`config.mk`:
```
export PLATFORM = sky130hd
export DESIGN_NAME = multicart_latch_prg_bank_mapper
export DESIGN_NICKNAME = d
export VERILOG_FILES = /design/src/rtl/mclpb_pkg.sv /design/src/rtl/mclpb_decode.sv /design/src/rtl/multicart_latch_prg_bank_mapper.sv
export SDC_FILE = /design/constraint.sdc
export NUM_CORES = 1
export LEC_CHECK = 0
export BUFFER_PORTS_ARGS = -buffer_cell sky130_fd_sc_hd__buf_2
export CAP_MARGIN = 20
export CORE_ASPECT_RATIO = 1.75
export CORE_MARGIN = 1.5
export CORE_UTILIZATION = 26
export DETAILED_ROUTE_END_ITERATION = 16
export HOLD_SLACK_MARGIN = 0.15
export PLACE_DENSITY_LB_ADDON = 0.2
export SYNTH_ARGS = -nofsm -noshare
export SYNTH_HDL_FRONTEND = slang
export SYNTH_SLANG_ARGS = --single-unit
```
`constraint.sdc`:
```
create_clock -name clk -period 1.9 [get_ports clk]
set_input_delay 0.095 -clock clk [delete_from_list [all_inputs] [get_ports clk]]
set_output_delay 0.095 -clock clk [all_outputs]
set_load 0.01 [all_outputs]
```
`src/rtl/mclpb_pkg.sv`:
```
// Shared types, layout codes and ROM size constants for the multicart PRG bank mapper.
package mclpb_pkg;

    localparam int ROM_ADDR_BITS = 22;
    localparam int OFFSET_BITS   = 22;
    localparam logic [OFFSET_BITS-1:0] ROM_MASK =
        OFFSET_BITS'((64'd1 << ROM_ADDR_BITS) - 64'd1);

    localparam logic KIND_READ  = 1'b0;
    localparam logic KIND_WRITE = 1'b1;

    localparam logic [2:0] LAYOUT_32K       = 3'd0;
    localparam logic [2:0] LAYOUT_16K_FIXED = 3'd1;
    localparam logic [2:0] LAYOUT_8K_REP    = 3'd2;
    localparam logic [2:0] LAYOUT_16K_DBL   = 3'd3;
    localparam logic [2:0] LAYOUT_32K_ALT   = 3'd4;
    localparam logic [2:0] LAYOUT_8K_LOW    = 3'd5;
    localparam logic [2:0] LAYOUT_8K_ALT    = 3'd6;
    localparam logic [2:0] LAYOUT_16K_ALT   = 3'd7;

    typedef struct packed {
        logic        kind;
        logic [15:0] cpu_address;
        logic [7:0]  write_data;
    } req_t;

    typedef struct packed {
        logic                   rom_hit;
        logic [OFFSET_BITS-1:0] rom_byte_address;
        logic                   write_latched;
        logic                   mirror_horizontal;
    } rsp_t;

endpackage

```
`src/rtl/mclpb_decode.sv`:
```
// Latch window check and PRG address translation for one bus request.
module mclpb_decode
(
    input  mclpb_pkg::req_t  req,
    input  logic             window_low,
    input  logic [15:0]      latched_address,
    input  logic [7:0]       latched_data,
    output logic             latch_en,
    output mclpb_pkg::rsp_t  rsp
);

    logic [7:0]                        bank;
    logic [8:0]                        bank8k;
    logic [2:0]                        layout;
    logic                              mapped;
    logic [mclpb_pkg::OFFSET_BITS-1:0] offset;
    logic [15:0]                       a;

    assign a      = req.cpu_address;
    assign bank   = {latched_address[12], latched_address[4], latched_data[5:0]};
    assign bank8k = {bank, latched_data[7]};
    assign layout = latched_address[2:0];

    assign latch_en = (req.kind == mclpb_pkg::KIND_WRITE) && (a[15:13] == 3'b111)
                      && (window_low || a[12]);

    always_comb
    begin
        mapped = 1'b0;
        offset = '0;
        if (a[15:13] == 3'b011)
        begin
            mapped = (layout == mclpb_pkg::LAYOUT_8K_LOW);
            offset = {bank8k, a[12:0]};
        end
        else if (a[15])
        begin
            mapped = 1'b1;
            unique case (layout)
                mclpb_pkg::LAYOUT_32K,
                mclpb_pkg::LAYOUT_32K_ALT:
                    offset = {bank[7:1], a[14:0]};
                mclpb_pkg::LAYOUT_16K_FIXED:
                    offset = a[14] ? {bank[7:3], 3'b111, a[13:0]} : {bank, a[13:0]};
                mclpb_pkg::LAYOUT_8K_REP,
                mclpb_pkg::LAYOUT_8K_ALT:
                    offset = {bank8k, a[12:0]};
                mclpb_pkg::LAYOUT_16K_DBL,
                mclpb_pkg::LAYOUT_16K_ALT:
                    offset = {bank, a[13:0]};
                mclpb_pkg::LAYOUT_8K_LOW:
                    offset = {bank[7:3], 2'b11, a[14:0]};
            endcase
        end
    end

    always_comb
    begin
        rsp.rom_hit           = (req.kind == mclpb_pkg::KIND_READ) && mapped;
        rsp.rom_byte_address  = rsp.rom_hit ? (offset & mclpb_pkg::ROM_MASK) : '0;
        rsp.write_latched     = latch_en;
        rsp.mirror_horizontal = latch_en ? req.write_data[6] : latched_data[6];
    end

endmodule

```
`src/rtl/multicart_latch_prg_bank_mapper.sv`:
```
// Top level of the multicart PRG bank mapper: request register, latch, result register.
//
//  channel  | signals                        | direction
//  ---------+--------------------------------+----------
//  request  | req_valid req_ready req_data   | in
//  result   | rsp_valid rsp_ready rsp_data   | out
//  config   | cfg_write_enable cfg_write_data| in
//
// One request per cycle sustained while the result side is ready; each request passes the
// request register, the decode and the result register in that order.
// Reset clears the latch, the window select and both valid flags.
// A stalled result holds the request register; a full request register takes no new request until it drains.
module multicart_latch_prg_bank_mapper
(
    input  logic             clk,
    input  logic             rst_n,
    input  logic             req_valid,
    output logic             req_ready,
    input  mclpb_pkg::req_t  req_data,
    output logic             rsp_valid,
    input  logic             rsp_ready,
    output mclpb_pkg::rsp_t  rsp_data,
    input  logic             cfg_write_enable,
    input  logic             cfg_write_data
);

    logic             window_low_reg;
    logic             req_valid_reg;
    mclpb_pkg::req_t  req_reg;
    logic             rsp_valid_reg;
    mclpb_pkg::rsp_t  rsp_reg;
    logic [15:0]      latched_address_reg;
    logic [7:0]       latched_data_reg;
    logic             latch_en;
    logic             advance;
    mclpb_pkg::rsp_t  rsp_next;

    mclpb_decode u_decode
    (
        .req             (req_reg),
        .window_low      (window_low_reg),
        .latched_address (latched_address_reg),
        .latched_data    (latched_data_reg),
        .latch_en        (latch_en),
        .rsp             (rsp_next)
    );

    assign advance   = req_valid_reg && (!rsp_valid_reg || rsp_ready);
    assign req_ready = !req_valid_reg || advance;
    assign rsp_valid = rsp_valid_reg;
    assign rsp_data  = rsp_reg;

    always_ff @(posedge clk or negedge rst_n)
    begin
        if (!rst_n)
        begin
            window_low_reg      <= 1'b0;
            req_valid_reg       <= 1'b0;
            rsp_valid_reg       <= 1'b0;
            latched_address_reg <= '0;
            latched_data_reg    <= '0;
        end
        else
        begin
            if (cfg_write_enable)
            begin
                window_low_reg <= cfg_write_data;
            end
            if (req_ready)
            begin
                req_valid_reg <= req_valid;
            end
            if (advance)
            begin
                rsp_valid_reg <= 1'b1;
            end
            else if (rsp_ready)
            begin
                rsp_valid_reg <= 1'b0;
            end
            if (advance && latch_en)
            begin
                latched_address_reg <= req_reg.cpu_address;
                latched_data_reg    <= req_reg.write_data;
            end
        end
    end

    always_ff @(posedge clk)
    begin
        if (req_ready && req_valid)
        begin
            req_reg <= req_data;
        end
        if (advance)
        begin
            rsp_reg <= rsp_next;
        end
    end

    assert property (@(posedge clk) disable iff (!rst_n)
        rsp_valid |-> !(rsp_data.rom_hit && rsp_data.write_latched))
        else $error("result both hit and latched");

    assert property (@(posedge clk) disable iff (!rst_n)
        (rsp_valid && !rsp_data.rom_hit) |-> (rsp_data.rom_byte_address == '0))
        else $error("unmapped result carries an address");

    assert property (@(posedge clk) disable iff (!rst_n)
        (advance && latch_en) |=> (latched_data_reg == $past(req_reg.write_data)
                                   && rsp_data.mirror_horizontal == latched_data_reg[6]))
        else $error("latch write lost or mirroring stale");

    assert property (@(posedge clk) disable iff (!rst_n)
        (req_valid_reg && !rsp_valid_reg) |-> req_ready)
        else $error("request stalled with empty result register");

endmodule

```
==> results of run 1 <==
## per-layer routing
layer	up-vias	wire length (um)	share of wire [%]
met4	0	159	3.5
met1	684	1730	38
met3	13	196	4.3
met2	38	2490	54
met5	-	0	0
li1	683	-	-
## cells by family (layout without fill, tap and decap cells)
kind of cell           after synthesis  after routing  synth area share [%]
and+or+nand+nor                     34             34                  9.07
muxes                               17             17                  9.32
AOI/OAI and AO/OA                    7              7                  2.41
buffers and inverters                4            112                  1.33
DFF                                 66             66                  77.9
## critical path, stage by stage, from the launching register on
cell     delay (ns)
dfrtp_1        0.37
nor2b_2        0.17
a41oi_1        0.16
nor2_2         0.56
and2_1         0.22
## repair_timing
| action | in CTS | in global routing |
|---|---|---|
| hold buffers | 31 | 0 |
| setup endpoints to repair | 21 | 0 |
| gates resized for setup | 1 | 0 |
| endpoints found under the hold margin | 44 | 0 |
## stage by stage
stage                     setup WS [ns]  cells  setup TNS (ns)  utilization (%)
after floorplan                   0.157    128               0                -
after global placement         -0.00465    310         -0.0174             32.0
after detailed placement        -0.0956    310           -1.71             32.0
after CTS                         0.221    356               0             38.2
after global routing             0.0936    356               0             38.2
final                             0.277    356               0             38.2
## final timing paths
path / to / cells after the start / from
max: rsp_data[20] / 4 / latched_address_reg[0]
min: req_valid_reg / 2 / rst_n
max reg2reg: rsp_data[20] / 4 / latched_address_reg[0]
min reg2reg: latched_data_reg[1] / 1 / req_reg[1]
max in group asynchronous: latched_address_reg[12] / 2 / rst_n
min in group clk: req_reg[9] / 2 / req_data[9]
## power by group
| part | switching, W | internal (W) |
|---|---|---|
| registers | 0.0000752 | 0.00174 |
| clock network | 0.000533 | 0.000861 |
| logic | 0.000176 | 0.000261 |
## area by class of cell
type	count	share of cell area, %
flip-flops and latches	66	54.7
repair buffers	96	18.9
multi-input cells	58	14.7
clock buffers	11	6.70
well taps	120	4.32
clock inverters	4	0.576
inverters	1	0.108
## cell usage after synthesis, types with 2 or more instances
cell type,number
a32oi_1,2
dfrtp_1,16
mux2_2,6
o21a_1,2
edfxtp_1,50
and2_1,19
nand2b_1,3
nor2_1,2
nor3_1,2
mux2_4,10
==> results.json, run 1 <==
{
  "slew_headroom_pct": 54.3,
  "grtUsageMet3_pct": 3.06,
  "synth.distinct_cells": 26,
  "grt_setup_unrepaired": "no",
  "synth.ff_latch_count": 66,
  "clock-sinks": 66,
  "cts-root-buf": "clkbuf_16",
  "cp-start-kind": "flop",
  "cellPowerDensity_nw_per_um2": 1050,
  "first_global_vias": 1436,
  "cts_tree": "yes",
  "worstSkewPairLatency_ns": 0.32,
  "critical_path_class": "reg -> reg",
  "die_width_um": 76.3,
  "yosysTopAreaCellShare_pct": 61.5,
  "seq_area_sq_um": 1900,
  "worst_pin_slew_ns": 0.684,
  "synth_nets": 159,
  "netlist_area_sq_um": 2440,
  "crit_required_ns": 2.09,
  "design.core.area_sq_um": 9090,
  "grt_pass1_wl_um": 7220,
  "setup_viol": 0,
  "status": "completed",
  "clock_skew_ns": 0.00665,
  "grtUsageMet1_pct": 9.61,
  "hold_slack_ns": 0.243,
  "hold_path_class": "in -> async",
  "leakagePower_nw": 1.43,
  "finalHoldViolCount": 0,
  "nets": 263,
  "avgSynthCellArea_sq_um": 19.1,
  "end_kind": "flop",
  "vdd_drop_max_uv": 460,
  "drt-initial-drc-count": 89,
  "viasPerCell": 3.98,
  "async_flop_share_pct": 24.2,
  "cap_viol_max_count": 0,
  "synth_edf_count": 50,
  "crit_arrival_ns": 1.82,
  "grtUsageTotal_pct": 9.95,
  "die_h_um": 131,
  "period_share_pct": 85.4,
  "routed_wirelength_um": 4580,
  "clk_pin_slew_ns": 0.05,
  "grt.busiest_layer": "met2",
  "period_minus_slack_ns": 1.62,
  "drc": 0,
  "place_hpwl_um": 3110,
  "fin_area_sq_um": 3470,
  "num_vias": 1418,
  "rows": 46,
  "multi_input_area_sq_um": 510,
  "dr.pass1.iters": 4,
  "synth_area_leaders": "edfxtp_1 61%, dfrtp_1 16%, mux2_4 6.1%",
  "layout_commonest_cell": "buf_2",
  "synth-seq-area-share_pct": 77.9,
  "p_total_w": 0.00365,
  "syn_to_final_growth_pct": 42.3,
  "wl_per_cell_um": 12.9,
  "final_cell_mix": "57 x buf_2, 50 x edfxtp_1, 31 x dlygate4sd3_1",
  "yosys.area.top_type": "edfxtp_1",
  "syn-instance-count": 128,
  "cts_buffers": 9,
  "r2r_slack_ns": 0.28,
  "insertedDiodeCount": 0,
  "antenna_left": 0,
  "maxSlewViolCount": 0,
  "portBuffers": 57,
  "fmax_mhz": 616,
  "gp_congestion": 0.762,
  "drive_gt1_share_pct": 41.5,
  "num_io_pins": 58,
  "cts_buffer_depth": 2,
  "synth_ff_type": "edfxtp_1",
  "synth_warnings": 0,
  "dpl-instance-area_sq_um": 2910,
  "grt_max_degree": 26,
  "grt_overflow": 0,
  "h-tree-depth": 3,
  "cts_setup_buffers": 0,
  "critical_path_peak_fanout": 21,
  "dieArea_sq_um": 10000,
  "start_util_pct": 26.9,
  "n_fill_cell": 904,
  "antenna_found_initial": 0,
  "grt_use_met2_pct": 17.3
}
No activity file was read; power rests on OpenSTA's default activity.
==> run 2: changes to the inputs <==
Settings changed: CTS_BUF_LIST set to sky130_fd_sc_hd__clkbuf_2 sky130_fd_sc_hd__clkbuf_4 sky130_fd_sc_hd__clkbuf_8.
==> run 2 against run 1 <==
Net effect: wire length about the same; sequential power barely moved; first-iteration DRC count decreased by 31%; non-clock buffer count unchanged; via count fell by 0.56%; hold slack worse by 0.018 ns; cell area down 2.7%; flip-flop and latch count did not move; register-to-register slack barely moved.
==> results.json, run 2 (synthesized netlist as in run 1, its figures left out) <==
{
  "grt_max_degree": 26,
  "slew_headroom_pct": 54.6,
  "dr.pass1.iters": 3,
  "cts_buffers": 9,
  "portBuffers": 57,
  "power.share.switching_pct": 22.7,
  "worst_pin_slew_ns": 0.681,
  "clk_pin_slew_ns": 0.07,
  "antenna_found_initial": 0,
  "num_vias": 1410,
  "drive_gt1_share_pct": 42.4,
  "seqPwrFrac_pct": 56.5,
  "cap_viol_max_count": 0,
  "place_hpwl_um": 3110,
  "clock-sinks": 66,
  "finalNonFillerCells": 356,
  "gp_congestion": 0.762,
  "critical_path_class": "reg -> reg",
  "nets": 263,
  "grt_setup_unrepaired": "no",
  "crit_required_ns": 2.12,
  "period_minus_slack_ns": 1.63,
  "rows": 46,
  "num_io_pins": 58,
  "cts_buffer_depth": 2,
  "multi_input_area_sq_um": 510,
  "clock_skew_ns": 0.0100,
  "final_cell_mix": "57 x buf_2, 50 x edfxtp_1, 31 x dlygate4sd3_1",
  "insertedDiodeCount": 0,
  "leakagePower_nw": 1.39,
  "viasPerCell": 3.96,
  "seq_area_sq_um": 1900,
  "cts-root-buf": "clkbuf_8",
  "grt_pass1_wl_um": 7160,
  "critical_path_peak_fanout": 13,
  "power.internal_w": 0.00248,
  "antenna_left": 0,
  "die_width_um": 76.3,
  "period_share_pct": 85.5,
  "dieArea_sq_um": 10000,
  "cts_tree": "yes",
  "design.core.area_sq_um": 9090,
  "p_total_w": 0.00321,
  "hold_path_class": "in -> async",
  "hold_slack_ns": 0.225,
  "status": "completed",
  "vdd_drop_max_uv": 353,
  "crit_arrival_ns": 1.85,
  "die_h_um": 131,
  "n_fill_cell": 913,
  "finalHoldViolCount": 0,
  "grtUsageTotal_pct": 9.97,
  "cellPowerDensity_nw_per_um2": 951,
  "grt_overflow": 0,
  "drc": 0,
  "worstSkewPairLatency_ns": 0.34,
  "cp-start-kind": "flop",
  "p_comb_share_pct": 13.6,
  "start_util_pct": 26.9,
  "dp.cells": 310,
  "end_kind": "flop",
  "first_global_vias": 1445,
  "switchingPower_w": 0.000730,
  "routed_wirelength_um": 4580,
  "fmax_mhz": 615,
  "wl_per_cell_um": 12.9,
  "h-tree-depth": 3,
  "setup_viol": 0,
  "syn_to_final_growth_pct": 38.4,
  "layout_commonest_cell": "buf_2",
  "clock_power_share_pct": 29.9,
  "drt-initial-drc-count": 61,
  "maxSlewViolCount": 0
}
run 2: cell counts in the layout (fill, tap and decap cells not counted):
Identical to the previous run, type by type.
run 2: path summary, 6_finish.rpt:
| check | startpoint | to | slack (ns) | cells after the start |
|---|---|---|---|---|
| min reg2reg | req_reg[1] | latched_data_reg[1] | 0.48 | 1 |
| min | rst_n | latched_data_reg[4] | 0.23 | 2 |
| min in group clk | req_data[9] | req_reg[9] | 0.46 | 2 |
| max | req_reg[22] | latched_address_reg[0] | 0.27 | 5 |
| max in group asynchronous | rst_n | window_low_reg | 1.37 | 2 |
| max reg2reg | req_reg[22] | latched_address_reg[0] | 0.27 | 5 |
run 2: final cells by class:
cell class,instances,share of cell area [%]
Sequential cell,66,56.3
Timing Repair Buffer,96,19.4
Multi-Input combinational cell,58,15.1
Tap cell,120,4.44
Clock buffer,11,4.11
Clock inverter,4,0.592
Inverter,1,0.111
run 2: critical path: stages (launching register included):
cell and delay (ns):
edfxtp_1 0.38, buf_4 0.15, nand4_2 0.12, nor2_4 0.17, and2_4 0.33, mux2_2 0.37
run 2: what timing repair did:
action	4_1_cts	5_1_grt
endpoints found under the setup margin	21	0
resized for setup	1	0
endpoints found under the hold margin	44	0
hold buffers	31	0
buffers inserted	0	0
run 2: power groups by stage:
stage	sequential (W)	clock, W	combinational (W)
after floorplan	0.00186	0	0.000210
after global placement	0.00184	0	0.000389
after detailed placement	0.00185	0	0.000395
after CTS	0.00182	0.00101	0.000447
after global routing	0.00183	0.00108	0.000475
final	0.00181	0.000962	0.000438
run 2: layer usage:
layer	vias up	part of all wire [%]	global-route usage [%]
li1	681	-	-
met4	0	4.4	8.85
met3	15	3.5	2.64
met5	-	0	0
met2	37	54	17.3
met1	677	38	9.42
run 2: metrics by stage:
step	setup WS (ns)	util (%)	setup TNS (ns)	cell area, sq um
floorplan	0.157	-	0	2440
global placement	-0.00465	32.0	-0.0174	2910
detailed placement	-0.0956	32.0	-1.71	2910
CTS	0.215	37.2	0	3380
global route	0.0918	37.2	0	3380
finish	0.275	37.2	0	3380
